<file path="src/rtl/hcv_pkg.sv">
// ----------------------------------------------------------------------------
// hcv_pkg
// Shared types, codes and helper functions for the variable-length Hamming
// codec: configuration bundle, queue entry formats and status codes.
// ----------------------------------------------------------------------------
package hcv_pkg;

    localparam int MAX_CODE_BITS = 63;
    localparam int LEN_W         = 6;
    localparam int SYND_W        = 6;

    localparam logic FUNC_ENCODE = 1'b0;
    localparam logic FUNC_DECODE = 1'b1;

    localparam logic CFG_CODE_LENGTH = 1'b0;
    localparam logic CFG_DATA_LENGTH = 1'b1;

    localparam logic [LEN_W-1:0] CODE_LENGTH_RESET = 6'd7;
    localparam logic [LEN_W-1:0] DATA_LENGTH_RESET = 6'd4;
    localparam logic [LEN_W-1:0] MIN_CODE_LENGTH   = 6'd3;

    typedef enum logic [1:0] {
        ST_CLEAN      = 2'd0,
        ST_CORRECTED  = 2'd1,
        ST_BEYOND     = 2'd2,
        ST_MISMATCH   = 2'd3
    } hcv_status_t;

    typedef struct packed {
        logic [LEN_W-1:0] code_length;
        logic [LEN_W-1:0] data_length;
    } hcv_cfg_t;

    // classified word handed from front to back
    typedef struct packed {
        logic                     func;
        logic [MAX_CODE_BITS-1:0] word;
        logic [SYND_W-1:0]        synd;
        logic                     bad;
        logic [LEN_W-1:0]         n;
    } hcv_mid_t;

    typedef struct packed {
        logic [MAX_CODE_BITS-1:0] word;
        hcv_status_t              status;
        logic [SYND_W-1:0]        epos;
    } hcv_res_t;

    function automatic logic is_pow2(input int p);
        return (p != 0) && ((p & (p - 1)) == 0);
    endfunction

    // number of power-of-two positions not above n
    function automatic logic [LEN_W-1:0] check_count(input logic [LEN_W-1:0] n);
        logic [LEN_W-1:0] cnt;
        cnt = '0;
        for (int k = 0; k < SYND_W; k++) begin
            if ((7'd1 << k) <= {1'b0, n}) begin
                cnt = cnt + 6'd1;
            end
        end
        return cnt;
    endfunction

endpackage

</file>
<file path="src/rtl/hcv_front.sv">
// ----------------------------------------------------------------------------
// hcv_front
// Accepts words, lays out the codeword (scatter for encode, length mask for
// decode), computes the syndrome and length check, and queues the result.
// ----------------------------------------------------------------------------
module hcv_front (
    input  logic                             clk,
    input  logic                             rst_n,
    input  logic                             push,
    output logic                             full,
    input  logic                             func,
    input  logic [hcv_pkg::MAX_CODE_BITS-1:0] word_in,
    input  hcv_pkg::hcv_cfg_t                cfg,
    output logic                             mid_valid,
    output hcv_pkg::hcv_mid_t                mid_item,
    input  logic                             mid_pop
);
    import hcv_pkg::*;

    hcv_mid_t             mem_reg [2];
    logic                 wr_ptr_reg, wr_ptr_next;
    logic                 rd_ptr_reg, rd_ptr_next;
    logic [1:0]           count_reg, count_next;
    logic                 push_ok;
    logic [MAX_CODE_BITS-1:0] cw;
    logic [SYND_W-1:0]    synd;
    logic                 bad;
    hcv_mid_t             entry;

    // codeword layout and syndrome
    always_comb
    begin
        int j;
        j    = 0;
        cw   = '0;
        synd = '0;
        for (int p = 1; p <= MAX_CODE_BITS; p++)
        begin
            if (func == FUNC_DECODE)
            begin
                cw[p-1] = word_in[p-1] & (6'(p) <= cfg.code_length);
            end
            else if (!is_pow2(p))
            begin
                cw[p-1] = word_in[j] & (6'(p) <= cfg.code_length);
                j = j + 1;
            end
        end
        for (int p = 1; p <= MAX_CODE_BITS; p++)
        begin
            if (cw[p-1])
            begin
                synd = synd ^ 6'(p);
            end
        end
    end

    assign bad = (cfg.code_length < MIN_CODE_LENGTH) ||
                 (cfg.data_length != (cfg.code_length - check_count(cfg.code_length)));

    always_comb
    begin
        entry.func = func;
        entry.word = cw;
        entry.synd = synd;
        entry.bad  = bad;
        entry.n    = cfg.code_length;
    end

    assign full      = (count_reg == 2'd2);
    assign push_ok   = push && !full;
    assign mid_valid = (count_reg != 2'd0);
    assign mid_item  = mem_reg[rd_ptr_reg];

    always_comb
    begin
        wr_ptr_next = wr_ptr_reg ^ push_ok;
        rd_ptr_next = rd_ptr_reg ^ mid_pop;
        count_next  = count_reg + {1'b0, push_ok} - {1'b0, mid_pop};
    end

    always_ff @(posedge clk or negedge rst_n)
    begin
        if (!rst_n)
        begin
            wr_ptr_reg <= 1'b0;
            rd_ptr_reg <= 1'b0;
            count_reg  <= 2'd0;
        end
        else
        begin
            wr_ptr_reg <= wr_ptr_next;
            rd_ptr_reg <= rd_ptr_next;
            count_reg  <= count_next;
        end
    end

    always_ff @(posedge clk)
    begin
        if (push_ok)
        begin
            mem_reg[wr_ptr_reg] <= entry;
        end
    end

    a_count_range: assert property (@(posedge clk) disable iff (!rst_n)
        count_reg != 2'd3)
        else $error("front queue count out of range");

    a_push_lands: assert property (@(posedge clk) disable iff (!rst_n)
        (push && !full && !mid_pop) |=> mid_valid)
        else $error("accepted word not visible to back");

endmodule

</file>
<file path="src/rtl/hcv_back.sv">
// ----------------------------------------------------------------------------
// hcv_back
// Takes classified words, inserts check bits or corrects and extracts data,
// and holds results in a two-entry output queue.
// ----------------------------------------------------------------------------
module hcv_back (
    input  logic                              clk,
    input  logic                              rst_n,
    input  logic                              mid_valid,
    input  hcv_pkg::hcv_mid_t                 mid_item,
    output logic                              mid_pop,
    output logic                              empty,
    input  logic                              pop,
    output logic [hcv_pkg::MAX_CODE_BITS-1:0] word_out,
    output logic [1:0]                        status,
    output logic [hcv_pkg::SYND_W-1:0]        error_position
);
    import hcv_pkg::*;

    hcv_res_t             mem_reg [2];
    logic                 wr_ptr_reg, wr_ptr_next;
    logic                 rd_ptr_reg, rd_ptr_next;
    logic [1:0]           count_reg, count_next;
    logic                 pop_ok;
    hcv_res_t             res;
    hcv_res_t             head;
    logic [MAX_CODE_BITS-1:0] w;

    always_comb
    begin
        int j;
        j          = 0;
        w          = mid_item.word;
        res.word   = '0;
        res.status = ST_CLEAN;
        res.epos   = '0;
        if (mid_item.func == FUNC_ENCODE)
        begin
            res.word = w;
            for (int k = 0; k < SYND_W; k++)
            begin
                if ((7'd1 << k) <= {1'b0, mid_item.n})
                begin
                    res.word[(1 << k) - 1] = mid_item.synd[k];
                end
            end
        end
        else
        begin
            if (!mid_item.bad && (mid_item.synd != '0))
            begin
                if (mid_item.synd <= mid_item.n)
                begin
                    for (int p = 1; p <= MAX_CODE_BITS; p++)
                    begin
                        if (mid_item.synd == 6'(p))
                        begin
                            w[p-1] = ~w[p-1];
                        end
                    end
                    res.status = ST_CORRECTED;
                    res.epos   = mid_item.synd;
                end
                else
                begin
                    res.status = ST_BEYOND;
                end
            end
            // pull data bits from the non power-of-two positions
            for (int p = 1; p <= MAX_CODE_BITS; p++)
            begin
                if (!is_pow2(p))
                begin
                    res.word[j] = w[p-1];
                    j = j + 1;
                end
            end
        end
        if (mid_item.bad)
        begin
            res.status = ST_MISMATCH;
            res.epos   = '0;
        end
    end

    assign empty   = (count_reg == 2'd0);
    assign pop_ok  = pop && !empty;
    assign mid_pop = mid_valid && ((count_reg != 2'd2) || pop_ok);

    assign head           = mem_reg[rd_ptr_reg];
    assign word_out       = head.word;
    assign status         = head.status;
    assign error_position = head.epos;

    always_comb
    begin
        wr_ptr_next = wr_ptr_reg ^ mid_pop;
        rd_ptr_next = rd_ptr_reg ^ pop_ok;
        count_next  = count_reg + {1'b0, mid_pop} - {1'b0, pop_ok};
    end

    always_ff @(posedge clk or negedge rst_n)
    begin
        if (!rst_n)
        begin
            wr_ptr_reg <= 1'b0;
            rd_ptr_reg <= 1'b0;
            count_reg  <= 2'd0;
        end
        else
        begin
            wr_ptr_reg <= wr_ptr_next;
            rd_ptr_reg <= rd_ptr_next;
            count_reg  <= count_next;
        end
    end

    always_ff @(posedge clk)
    begin
        if (mid_pop)
        begin
            mem_reg[wr_ptr_reg] <= res;
        end
    end

    a_pop_needs_item: assert property (@(posedge clk) disable iff (!rst_n)
        mid_pop |-> mid_valid)
        else $error("back took from empty front queue");

    a_count_range: assert property (@(posedge clk) disable iff (!rst_n)
        count_reg != 2'd3)
        else $error("output queue count out of range");

    a_corrected_pos: assert property (@(posedge clk) disable iff (!rst_n)
        (!empty && (status == ST_CORRECTED)) |-> (error_position != '0))
        else $error("corrected word without position");

    a_clean_pos: assert property (@(posedge clk) disable iff (!rst_n)
        (!empty && (status != ST_CORRECTED)) |-> (error_position == '0))
        else $error("position reported without correction");

endmodule

</file>
<file path="src/rtl/hamming_codec_variable_length_top.sv">
// ----------------------------------------------------------------------------
// hamming_codec_variable_length_top
// Single-error-correcting Hamming encoder/decoder with programmable length.
// ----------------------------------------------------------------------------
// usage:
//   input side is a queue: drive func and word_in with push; a word is taken
//   on a clock edge with push high and full low. func 0 encodes a data word,
//   func 1 decodes a codeword.
//   result side is a queue: while empty is low the oldest result sits on
//   word_out, status and error_position; pop high takes it.
//   config: cfg_valid with cfg_index (0 code_length, 1 data_length) and
//   cfg_data; cfg_ready is always high. write only while the codec is idle.
//   path: a word moves from the middle queue to the output queue, whose
//   head sits on the result ports. throughput: one word per clock unless
//   the output queue fills; the front stage (syndrome xor tree) and the
//   back stage (correction and extraction) each end in a queue register.
//   reset: both queues empty, code_length 7, data_length 4.
//   stall: the output queue holds two results, then the two-entry middle
//   queue fills and full rises; nothing is dropped.
// ----------------------------------------------------------------------------
module hamming_codec_variable_length_top (
    input  logic                              clk,
    input  logic                              rst_n,
    input  logic                              push,
    output logic                              full,
    input  logic                              func,
    input  logic [hcv_pkg::MAX_CODE_BITS-1:0] word_in,
    output logic                              empty,
    input  logic                              pop,
    output logic [hcv_pkg::MAX_CODE_BITS-1:0] word_out,
    output logic [1:0]                        status,
    output logic [hcv_pkg::SYND_W-1:0]        error_position,
    input  logic                              cfg_valid,
    output logic                              cfg_ready,
    input  logic                              cfg_index,
    input  logic [hcv_pkg::LEN_W-1:0]         cfg_data
);
    import hcv_pkg::*;

    logic [LEN_W-1:0] code_length_reg, code_length_next;
    logic [LEN_W-1:0] data_length_reg, data_length_next;
    hcv_cfg_t         cfg;
    logic             mid_valid;
    logic             mid_pop;
    hcv_mid_t         mid_item;

    assign cfg_ready = 1'b1;

    always_comb
    begin
        code_length_next = code_length_reg;
        data_length_next = data_length_reg;
        if (cfg_valid && cfg_ready)
        begin
            case (cfg_index)
                CFG_CODE_LENGTH: code_length_next = cfg_data;
                CFG_DATA_LENGTH: data_length_next = cfg_data;
                default: ;
            endcase
        end
    end

    always_ff @(posedge clk or negedge rst_n)
    begin
        if (!rst_n)
        begin
            code_length_reg <= CODE_LENGTH_RESET;
            data_length_reg <= DATA_LENGTH_RESET;
        end
        else
        begin
            code_length_reg <= code_length_next;
            data_length_reg <= data_length_next;
        end
    end

    assign cfg.code_length = code_length_reg;
    assign cfg.data_length = data_length_reg;

    hcv_front u_front (
        .clk       (clk),
        .rst_n     (rst_n),
        .push      (push),
        .full      (full),
        .func      (func),
        .word_in   (word_in),
        .cfg       (cfg),
        .mid_valid (mid_valid),
        .mid_item  (mid_item),
        .mid_pop   (mid_pop)
    );

    hcv_back u_back (
        .clk            (clk),
        .rst_n          (rst_n),
        .mid_valid      (mid_valid),
        .mid_item       (mid_item),
        .mid_pop        (mid_pop),
        .empty          (empty),
        .pop            (pop),
        .word_out       (word_out),
        .status         (status),
        .error_position (error_position)
    );

endmodule

</file>
<file path="config.mk">
export PLATFORM = sky130hd
export DESIGN_NAME = hamming_codec_variable_length_top
export DESIGN_NICKNAME = d
export VERILOG_FILES = /design/src/rtl/hcv_pkg.sv /design/src/rtl/hcv_front.sv /design/src/rtl/hcv_back.sv /design/src/rtl/hamming_codec_variable_length_top.sv
export SDC_FILE = /design/constraint.sdc
export NUM_CORES = 1
export LEC_CHECK = 0
export ABC_AREA = 0
export ABC_CLOCK_PERIOD_IN_PS = 5300
export BUFFER_PORTS_ARGS = -buffer_cell sky130_fd_sc_hd__clkbuf_2
export CAP_MARGIN = 20
export CELL_PAD_IN_SITES_DETAIL_PLACEMENT = 1
export CELL_PAD_IN_SITES_GLOBAL_PLACEMENT = 1
export CORE_UTILIZATION = 50
export CTS_CLUSTER_SIZE = 8
export DETAILED_ROUTE_END_ITERATION = 10
export HOLD_SLACK_MARGIN = 0.05
export PLACE_DENSITY = 0.8
export SLEW_MARGIN = 30
export SYNTH_ARGS = -nofsm -noshare
export SYNTH_HDL_FRONTEND = slang
export SYNTH_SLANG_ARGS = --single-unit
</file>
<file path="constraint.sdc">
create_clock -name clk -period 5.3 [get_ports clk]
set_input_delay 1.325 -clock clk [delete_from_list [all_inputs] [get_ports clk]]
set_output_delay 1.325 -clock clk [all_outputs]
set_load 0.01 [all_outputs]
</file>
==> flow_metrics.py, run 1 <==
metrics = {
    "logic_synthesis": {
        "yosysWarnings": 0,
        "ys_async_sr_fraction_pct": 6.33,
        "synthTopCellsByCount": "edfxtp_1 (296), mux2i_1 (122), mux2_2 (116), xnor2_1 (109), nand2_1 (89)",
        "syn_inst": 1307,
        "yosys.cell_types.count": 72,
        "synth_edf_count": 296,
        "ys_seq_elements": 316,
        "synth_fp_nets": 1407,
        "synth.most_common_cell": "edfxtp_1",
        "yosys.area.top_type": "edfxtp_1",
        "syn_avg_cell_area_um2": 12.9,
        "synth_flop_cell": "edfxtp_1",
        "netlist.area_leader.share_pct": 52.8,
        "syn-cell-area_mm2": 0.0168,
        "ys_seq_area_share_pct": 55.8,
        "netlist_top_cells_area": "edfxtp_1 (53%), mux2_2 (7.8%), mux2i_1 (7.2%)",
    },
    "clocking": {
        "cts_buffers": 45,
        "holdBufCountCts": 0,
        "cts.sinks": 316,
        "cts_buffer_depth": 3,
        "clockRootBuffer": "clkbuf_16",
        "ctsResizeCount": 0,
        "clock_latency_ns": 0.54,
        "cts_max_level": 2,
        "cts_tree": "built",
        "clkTransAtPathRegs_ns": 0.06,
        "cts_setup_buffers": 0,
    },
    "final_layout": {
        "drive_above_1_share_pct": 26.0,
        "fin_util_pct": 58.6,
        "antennaDiodeCount": 0,
        "design_area_mm2": 0.0193,
        "syn2layout_area_growth_pct": 14.4,
        "n_fill_cell": 3318,
        "largest_reg_flops": 154,
        "layout.cells.non_filler": 1916,
        "nets": 1556,
    },
    "worst_setup_path": {
        "critPathMaxStageDelay_ns": 0.63,
        "worst_ep_arrival_time_ns": 5.24,
        "reg2reg_depth": 19,
        "cp-startpoint": "code_length_reg[3]",
        "r2r_setup_slack_ns": 0.32,
        "path_class": "register to register",
        "crit_fanout": 7,
        "worstPathRequired_ns": 5.55,
        "crit_chain": "nor3_1 -> nand2_1 -> ha_1 -> xor2_1 -> ha_1 -> nand2_1 -> nand2_1 -> ha_1 -> nand2_1 -> nand2_1 -> ha_1 -> mux2i_1 -> ha_1 -> a21o_1 -> a21o_1 -> a21o_1 -> a21oi_1 -> xnor2_1 -> nand4_1",
        "cp_slowest_cell": "nor3_1",
        "rr_startpoint": "code_length_reg[3]",
        "timing.rr.end": "u_front.mem_reg[1][6]",
        "cp-start-kind": "register",
        "end_kind": "register",
    },
    "grt": {
        "grt_antenna_before_repair": 0,
        "grt_pass1_vias": 11800,
        "grtUsageTotal_pct": 28.7,
        "grt_pass1_wl_um": 72100,
        "gr-total-overflow": 0,
        "grt_max_degree": 72,
    },
    "power_and_ir_drop": {
        "vdd_drop_max_uv": 354,
        "p_leak_nw": 7.22,
        "p_per_area_mw_per_mm2": 647,
        "p_total_mw": 12.5,
    },
    "sta": {
        "skew_ns": 0.0176,
        "fin_hold_ws_ns": 0.526,
        "setup_slack_ns": 0.316,
        "timing.final.crit_share_pct": 94.0,
        "period_needed_ns": 4.98,
        "worst_pin_slew_ns": 0.972,
        "rsz0062_at_grt": "false",
        "fmaxAchievable_mhz": 201,
        "setup_viol": 0,
        "relSlewSlack_pct": 35.2,
        "drv_slew": 0,
        "setup_tns_ns": 0,
        "hold_violations": 0,
    },
    "drt": {
        "routed_wl_um": 48800,
        "drt_iter0_drc": 821,
        "dr_total_vias": 11200,
        "postRouteAntennaNets": 0,
        "vias_per_cell": 5.86,
        "wire_per_inst_um": 25.5,
        "dr.pass1.iters": 7,
        "drc": 0,
    },
    "placement": {
        "gp_congestion": 0.924,
        "placedCellCount": 1850,
        "dpl-instance-area_mm2": 0.0180,
        "place_hpwl_um": 36400,
        "io_buffers": 148,
        "post-place-ws_ns": 0.240,
    },
    "die": {
        "fp-row-count": 66,
        "dieArea_mm2": 0.0344,
        "start_util_pct": 51.3,
        "coreArea_mm2": 0.0329,
        "die_w_um": 186,
        "io_pins": 150,
        "die_h_um": 186,
    },
    "flow_run": {
        "cap_violations": 0,
    },
    "run_status": {
        "status": "finished clean",
    },
    "worst_hold_path": {
        "min_from": "data_length_reg[5]",
        "hold_class": "register to register",
        "hold-path-endpoint": "data_length_reg[5]",
        "hold_path_depth": 1,
    },
}
worst max-delay path: cells and delay by family (launching register included):
family	cells	cell delay, ns
fa+ha+maj	5	1.69
simple gates	7	1.28
compound gates	4	0.74
flops	1	0.39
xor+xnor	2	0.35
mux	1	0.26
metal layers:
| metal | vias to the layer above | global-route usage [%] | share of wire [%] |
|---|---|---|---|
| met5 | - | 0 | 0 |
| met4 | 0 | 10.5 | 3.4 |
| met3 | 98 | 4.27 | 5.2 |
| met2 | 404 | 47.5 | 47 |
| met1 | 5642 | 38.4 | 44 |
| li1 | 5093 | - | - |
cells by family after synthesis:
kind of cell	share of synthesized area, %
flip-flops	55.8
AND/OR/NAND/NOR	7.92
multiplexers	15.2
XOR/XNOR	9.45
AO/OA/AOI/OAI	6.77
buffers and inverters	3.10
adder cells (fa/ha/maj)	1.83
other	0.0223
how the worst max path moves through the flow:
stage | cells past startpoint | slack, ns | endpoint
final | 19 | 0.32 | u_front.mem_reg[1][6]
after global routing | 19 | 0.03 | u_front.mem_reg[1][6]
after CTS | 20 | 0.20 | u_front.mem_reg[1][6]
after detailed placement | 20 | 0.24 | u_front.mem_reg[0][6]
after global placement | 20 | 0.43 | u_front.mem_reg[0][6]
after floorplan | 23 | 0.49 | u_front.mem_reg[0][6]
layout by cell type, fill, tap and decap left out, drive strengths merged, types with 4 or more instances in the layout:
| master | Yosys | layout |
|---|---|---|
| nor2b | 10 | 10 |
| xnor2 | 111 | 111 |
| buf | 43 | 27 |
| nor3 | 48 | 48 |
| o21ai | 63 | 63 |
| xnor3 | 4 | 4 |
| o21a | 4 | 4 |
| o32ai | 5 | 5 |
| nand2 | 89 | 89 |
| a211oi | 11 | 11 |
| mux2 | 116 | 116 |
| nand2b | 5 | 5 |
| dfstp | 4 | 4 |
| inv | 25 | 26 |
| and2 | 4 | 4 |
| or3 | 6 | 6 |
| ha | 23 | 23 |
| nor3b | 4 | 4 |
| a21o | 7 | 7 |
| clkbuf | 29 | 210 |
| edfxtp | 296 | 296 |
| a21oi | 45 | 45 |
| nor2 | 86 | 86 |
| mux2i | 124 | 124 |
| o211ai | 8 | 8 |
| and3 | 8 | 8 |
| nand3 | 12 | 12 |
| xor2 | 56 | 56 |
| nand4 | 5 | 5 |
| dfrtp | 16 | 16 |
area by class of cell:
type	count	area [um2]	area share, %
clock buffer	63	1240	6.42
timing repair buffer	174	971	5.04
sequential	316	9400	48.8
tap	442	553	2.87
inverter	25	93.8	0.487
clock inverter	2	13.8	0.0714
multi-input combinational	894	7000	36.3
report_power, final:
part / switching (mW) / total, mW / internal (mW)
Combinational: 3.28 / 5.29 / 2.01
Sequential: 0.408 / 4.60 / 4.20
Clock: 0.980 / 2.57 / 1.59
Note: power is estimated with default switching activity, not from simulation.
==> inputs of run 2 (changes only) <==
Settings changed: ABC_CLOCK_PERIOD_IN_PS 5300 to 4400, BUFFER_PORTS_ARGS -buffer_cell sky130_fd_sc_hd__clkbuf_2 to -buffer_cell sky130_fd_sc_hd__buf_2, CORE_UTILIZATION 50 to 45, PLACE_DENSITY 0.8 to 0.76, SYNTH_HIERARCHICAL set to 1.
Clock period 5.3 ns to 4.4 ns, I/O delays scaled along.
==> run 2 against run 1 <==
Net effect: synthesized cell count up 0.77%; count of clock-buffer cells in the layout shrank 1; clock skew grew 0.011 ns; critical endpoint is now u_front/mem_reg[1][6]; largest power group unchanged.
==> flow_metrics.py, run 2 <==
metrics = {
    "run_status": {
        "status": "finished clean",
    },
    "drt": {
        "vias_per_cell": 5.83,
        "dr_total_vias": 11800,
        "drt_iter0_drc": 925,
        "routed_wl_um": 50100,
        "wire_per_inst_um": 24.9,
        "dr.pass1.iters": 5,
        "postRouteAntennaNets": 0,
        "drc": 0,
    },
    "worst_hold_path": {
        "hold_class": "input pin to asynchronous set/reset pin",
    },
    "worst_setup_path": {
        "path_class": "register to register",
        "worst_ep_arrival_time_ns": 4.60,
        "timing.rr.end": "u_front/mem_reg[1][6]",
        "end_kind": "register",
        "reg2reg_depth": 17,
        "cp-start-kind": "register",
        "worstPathRequired_ns": 4.67,
        "r2r_setup_slack_ns": 0.08,
        "crit_fanout": 4,
        "rr_startpoint": "code_length_reg[3]",
    },
    "die": {
        "fp-row-count": 71,
        "die_w_um": 199,
        "io_pins": 150,
        "start_util_pct": 46.0,
        "dieArea_mm2": 0.0396,
        "coreArea_mm2": 0.0379,
        "die_h_um": 199,
    },
    "power_and_ir_drop": {
        "vdd_drop_max_uv": 334,
        "p_leak_nw": 7.39,
        "p_per_area_mw_per_mm2": 775,
        "p_total_mw": 15.7,
    },
    "logic_synthesis": {
        "synthTopCellsByCount": "edfxtp_1 (296), mux2_2 (176), xnor2_1 (82), nor2_1 (76), a21oi_1 (56)",
        "synth_edf_count": 296,
        "synth_fp_nets": 1418,
        "syn_inst": 1317,
        "syn_avg_cell_area_um2": 13.3,
        "yosys.area.top_type": "edfxtp_1",
        "ys_seq_area_share_pct": 53.8,
        "ys_async_sr_fraction_pct": 6.33,
        "synth_flop_cell": "edfxtp_1",
        "yosys.cell_types.count": 90,
        "netlist_top_cells_area": "edfxtp_1 (51%), mux2_2 (11%), xnor2_1 (4.1%)",
        "yosysWarnings": 6,
        "ys_seq_elements": 316,
        "syn-cell-area_mm2": 0.0175,
        "netlist.area_leader.share_pct": 50.9,
        "synth.most_common_cell": "edfxtp_1",
    },
    "sta": {
        "period_needed_ns": 4.32,
        "hold_violations": 0,
        "fmaxAchievable_mhz": 231,
        "setup_viol": 0,
        "relSlewSlack_pct": 44.1,
        "timing.final.crit_share_pct": 98.2,
        "setup_slack_ns": 0.0785,
        "skew_ns": 0.0290,
        "worst_pin_slew_ns": 0.828,
        "drv_slew": 0,
        "setup_tns_ns": 0,
    },
    "clocking": {
        "cts_buffer_depth": 3,
        "cts_tree": "built",
        "cts.sinks": 316,
        "clock_latency_ns": 0.58,
        "clockRootBuffer": "clkbuf_16",
        "clkTransAtPathRegs_ns": 0.05,
        "cts_max_level": 2,
        "cts_buffers": 45,
    },
    "final_layout": {
        "layout.cells.non_filler": 2016,
        "syn2layout_area_growth_pct": 16.0,
        "drive_above_1_share_pct": 34.2,
        "nets": 1587,
        "final_cell_mix": "edfxtp_1 (296), mux2_2 (173), buf_2 (147)",
        "final_common_cell": "edfxtp_1",
        "antennaDiodeCount": 0,
        "largest_reg_flops": 154,
    },
    "grt": {
        "met3_usage_pct": 3.14,
        "grtUsageTotal_pct": 25.6,
        "met1_usage_pct": 34.8,
        "grt_pass1_wl_um": 73800,
        "grt_pass1_vias": 11900,
        "grt_antenna_before_repair": 0,
        "grt_max_degree": 72,
        "busiest_layer": "met2",
        "gr-total-overflow": 0,
        "use_met2_pct": 40.9,
    },
    "placement": {
        "io_buffers": 148,
        "placedCellCount": 1941,
        "place_hpwl_um": 36900,
        "gp_congestion": 0.903,
        "post-place-ws_ns": -0.0146,
    },
    "flow_run": {
        "cap_violations": 0,
    },
}
==> run 2: metal layers <==
layer  wire length (um)  share of wire, %
met5                  0                 0
met4               2200               4.4
met3               2310               4.6
met2              23000                46
met1              22600                45
==> run 2: layout make-up <==
cell class	count	area, um2
Clock buffer	62	1190
Clock inverter	4	63.8
Fill cell	3838	17700
Inverter	31	116
Multi-Input combinational cell	888	7620
Sequential cell	316	9400
Tap cell	511	639
Timing Repair Buffer	204	1240
==> run 2: worst max path at each step <==
stage / from / end / slack [ns] / depth (start not counted)
5_1_grt: code_length_reg[3] / u_front/mem_reg[1][6] / -0.07 / 17
4_1_cts: code_length_reg[1] / u_front/mem_reg[1][6] / 0.02 / 18
3_3_place_gp: code_length_reg[1] / u_front/mem_reg[0][6] / 0.11 / 18
2_1_floorplan: code_length_reg[1] / u_front/mem_reg[0][6] / -0.03 / 21
6_report: code_length_reg[3] / u_front/mem_reg[1][6] / 0.08 / 17
3_5_place_dp: code_length_reg[1] / u_front/mem_reg[1][6] / -0.01 / 18
==> run 2: through the flow <==
stage | hold slack, ns | cell area [um2] | utilization [%]
final | 0.492 | 20300 | 53.4
after floorplan | 0.460 | 17600 | -
after CTS | 0.489 | 20200 | 53.2
after global routing | 0.512 | 20300 | 53.4
after global placement | 0.478 | 18900 | 49.8
after detailed placement | 0.498 | 18900 | 49.8
==> run 2: what timing repair did <==
action	4_1_cts	5_1_grt
setup endpoints to repair	2	2
buffers inserted	2	7
hold buffers	0	0
pin swaps	2	14
resized for setup	0	7
==> run 2: cell families after synthesis <==
group,after synthesis,synth area share (%)
other,1,0.0215
flip-flops,316,53.8
adder cells (fa/ha/maj),26,1.89
buffers and inverters,113,3.43
multiplexers,229,14.5
AO/OA/AOI/OAI,212,9.09
XOR/XNOR,129,7.90
AND/OR/NAND/NOR,291,9.34
==> run 2: report_power, final <==
group	internal (mW)	leakage, nW	switching (mW)
registers	5.06	3.03	0.344
clock network	1.87	0.604	1.23
logic	2.96	3.76	4.24
==> run 2: worst max-delay path, stage by stage (launching register included) <==
cell and delay [ns]:
dfrtp_1 0.42, nor3_4 0.28, nand2_2 0.14, ha_4 0.26
xor2_1 0.16, ha_1 0.34, mux2_4 0.30, ha_4 0.22
mux2_4 0.29, ha_4 0.28, mux2i_4 0.06, ha_1 0.30
a21o_1 0.17, a21o_1 0.20, a21o_1 0.20, a21oi_2 0.15
xnor2_1 0.14, nand4_1 0.15
==> inputs of run 3 (changes only) <==
Settings changed: CORE_UTILIZATION 45 to 30, PLACE_DENSITY 0.76 to 0.54.
==> run 3 against run 2 <==
Net effect: combinational power fell by 0.7%; setup slack improved by 0.11 ns; total power hardly changed; clock skew is 0.0052 ns higher; global-route usage shrank 7.7 points; via count is 3.6% lower; wire length up 6.8%; clock power rose by 2%; utilization down 18 points; first-iteration DRC count decreased by 30%; hold slack better by 0.0034 ns.
==> flow_metrics.py, run 3 (synthesized netlist as in run 2, its figures left out) <==
metrics = {
    "final_layout": {
        "antennaDiodeCount": 0,
        "final_common_cell": "edfxtp_1",
        "fin_util_pct": 35.9,
        "design_area_mm2": 0.0207,
        "largest_reg_flops": 154,
        "syn2layout_area_growth_pct": 18.3,
        "nets": 1592,
        "layout.cells.non_filler": 2277,
        "final_cell_mix": "edfxtp_1 (296), mux2_2 (173), buf_2 (147)",
        "n_fill_cell": 6109,
        "drive_above_1_share_pct": 34.7,
    },
    "sta": {
        "period_needed_ns": 4.21,
        "relSlewSlack_pct": 42.0,
        "worst_pin_slew_ns": 0.870,
        "fmaxAchievable_mhz": 237,
        "skew_ns": 0.0342,
        "hold_violations": 0,
        "setup_viol": 0,
        "timing.final.crit_share_pct": 95.8,
        "fin_hold_ws_ns": 0.495,
        "drv_slew": 0,
    },
    "power_and_ir_drop": {
        "clkPwrFrac_pct": 20.1,
        "power_frac_seq_pct": 34.3,
        "switchingPower_mw": 5.79,
        "vdd_drop_max_uv": 304,
        "internal_power_mw": 9.90,
        "p_total_mw": 15.7,
        "p_per_area_mw_per_mm2": 760,
        "power_frac_comb_pct": 45.6,
        "p_leak_nw": 7.43,
        "swShare_pct": 36.9,
    },
    "drt": {
        "wire_per_inst_um": 23.5,
        "postRouteAntennaNets": 0,
        "drt_iter0_drc": 647,
        "dr.pass1.iters": 5,
        "routed_wl_um": 53500,
        "vias_per_cell": 4.98,
        "dr_total_vias": 11300,
        "drc": 0,
    },
    "die": {
        "die_h_um": 243,
        "die_w_um": 243,
        "fp-row-count": 88,
        "coreArea_mm2": 0.0576,
        "start_util_pct": 30.3,
        "dieArea_mm2": 0.0592,
        "io_pins": 150,
    },
    "flow_run": {
        "cap_violations": 0,
    },
    "grt": {
        "grt_antenna_before_repair": 0,
        "grt_max_degree": 98,
        "met1_usage_pct": 25.3,
        "use_met2_pct": 28.5,
        "grtUsageTotal_pct": 18.0,
        "met3_usage_pct": 2.73,
        "grt_pass1_wl_um": 78600,
        "grt_pass1_vias": 11800,
        "busiest_layer": "met2",
        "gr-total-overflow": 0,
    },
    "worst_setup_path": {
        "timing.rr.end": "u_front/mem_reg[1][6]",
        "worst_ep_arrival_time_ns": 4.50,
        "end_kind": "register",
        "reg2reg_depth": 18,
        "r2r_setup_slack_ns": 0.19,
        "rr_startpoint": "code_length_reg[3]",
        "path_class": "register to register",
        "worstPathRequired_ns": 4.69,
        "crit_fanout": 3,
        "cp-start-kind": "register",
    },
    "placement": {
        "place_hpwl_um": 40000,
        "placedCellCount": 2202,
        "io_buffers": 148,
        "gp_congestion": 0.842,
        "dpl-instance-area_mm2": 0.0193,
    },
    "clocking": {
        "cts_max_level": 2,
        "holdBufCountCts": 0,
        "cts.sinks": 316,
        "cts_tree": "built",
        "clockRootBuffer": "clkbuf_16",
        "clock_latency_ns": 0.56,
        "cts_buffers": 46,
        "clkTransAtPathRegs_ns": 0.05,
        "cts_buffer_depth": 3,
    },
    "run_status": {
        "status": "finished clean",
    },
    "worst_hold_path": {
        "hold_class": "input pin to asynchronous set/reset pin",
    },
}
==> run 3: worst max-delay path by stage <==
stage,startpoint,end,slack [ns],cells after the start
3_5_place_dp,code_length_reg[1],u_front/mem_reg[1][6],-0.03,18
3_3_place_gp,code_length_reg[1],u_front/mem_reg[0][6],0.11,18
5_1_grt,code_length_reg[3],u_front/mem_reg[0][6],-0.01,18
2_1_floorplan,code_length_reg[1],u_front/mem_reg[0][6],-0.03,21
4_1_cts,code_length_reg[4],u_front/mem_reg[1][6],0.02,18
6_report,code_length_reg[3],u_front/mem_reg[1][6],0.19,18
==> run 3: power by group through the flow <==
| stage | Sequential (mW) | Clock [mW] | Combinational (mW) |
|---|---|---|---|
| after global routing | 5.52 | 3.37 | 7.75 |
| final | 5.39 | 3.15 | 7.15 |
| after floorplan | 5.35 | 0 | 4.82 |
| after CTS | 5.41 | 3.26 | 7.26 |
| after detailed placement | 5.46 | 0 | 7.20 |
| after global placement | 5.40 | 0 | 7.13 |
==> run 3: layer usage <==
metal	share of wire, %	up-vias
li1	-	5339
met1	49	5679
met2	46	262
met3	3.4	63
met4	2.3	0
met5	0	-
==> run 3: final cells by class <==
class	instances	area (um2)	area share, %
well taps	765	957	4.63
clock inverters	4	22.5	0.109
repair buffers	208	1250	6.04
inverters	31	116	0.563
flip-flops and latches	316	9400	45.5
clock buffers	65	1250	6.07
multi-input cells	888	7660	37.1
==> run 3: timing repair <==
item                                    CTS  global route
endpoints found under the setup margin    2             2
gates resized for setup                   0            11
pin swaps                                 2            11
setup buffers                             2             4
==> run 3: critical path, cell delays in order (launching register included) <==
cell and delay [ns]:
dfrtp_1 0.42, nor3_4 0.24, nand2_2 0.12, ha_4 0.27, xor2_2 0.17, ha_1 0.33
mux2_4 0.30, ha_4 0.22, mux2_4 0.29, ha_4 0.17, nand2_4 0.06, xor2_2 0.17
xnor2_2 0.15, ha_4 0.24, a21o_1 0.20, a21o_1 0.17, a21oi_2 0.14, xnor2_1 0.14
nand4_1 0.14
==> run 3: per-stage QoR <==
step / setup slack [ns] / setup TNS [ns]
final: 0.185 / 0
after global routing: -0.0121 / -0.0243
after CTS: 0.0233 / 0
after detailed placement: -0.0341 / -0.0682
after global placement: 0.114 / 0
after floorplan: -0.0348 / -0.0696
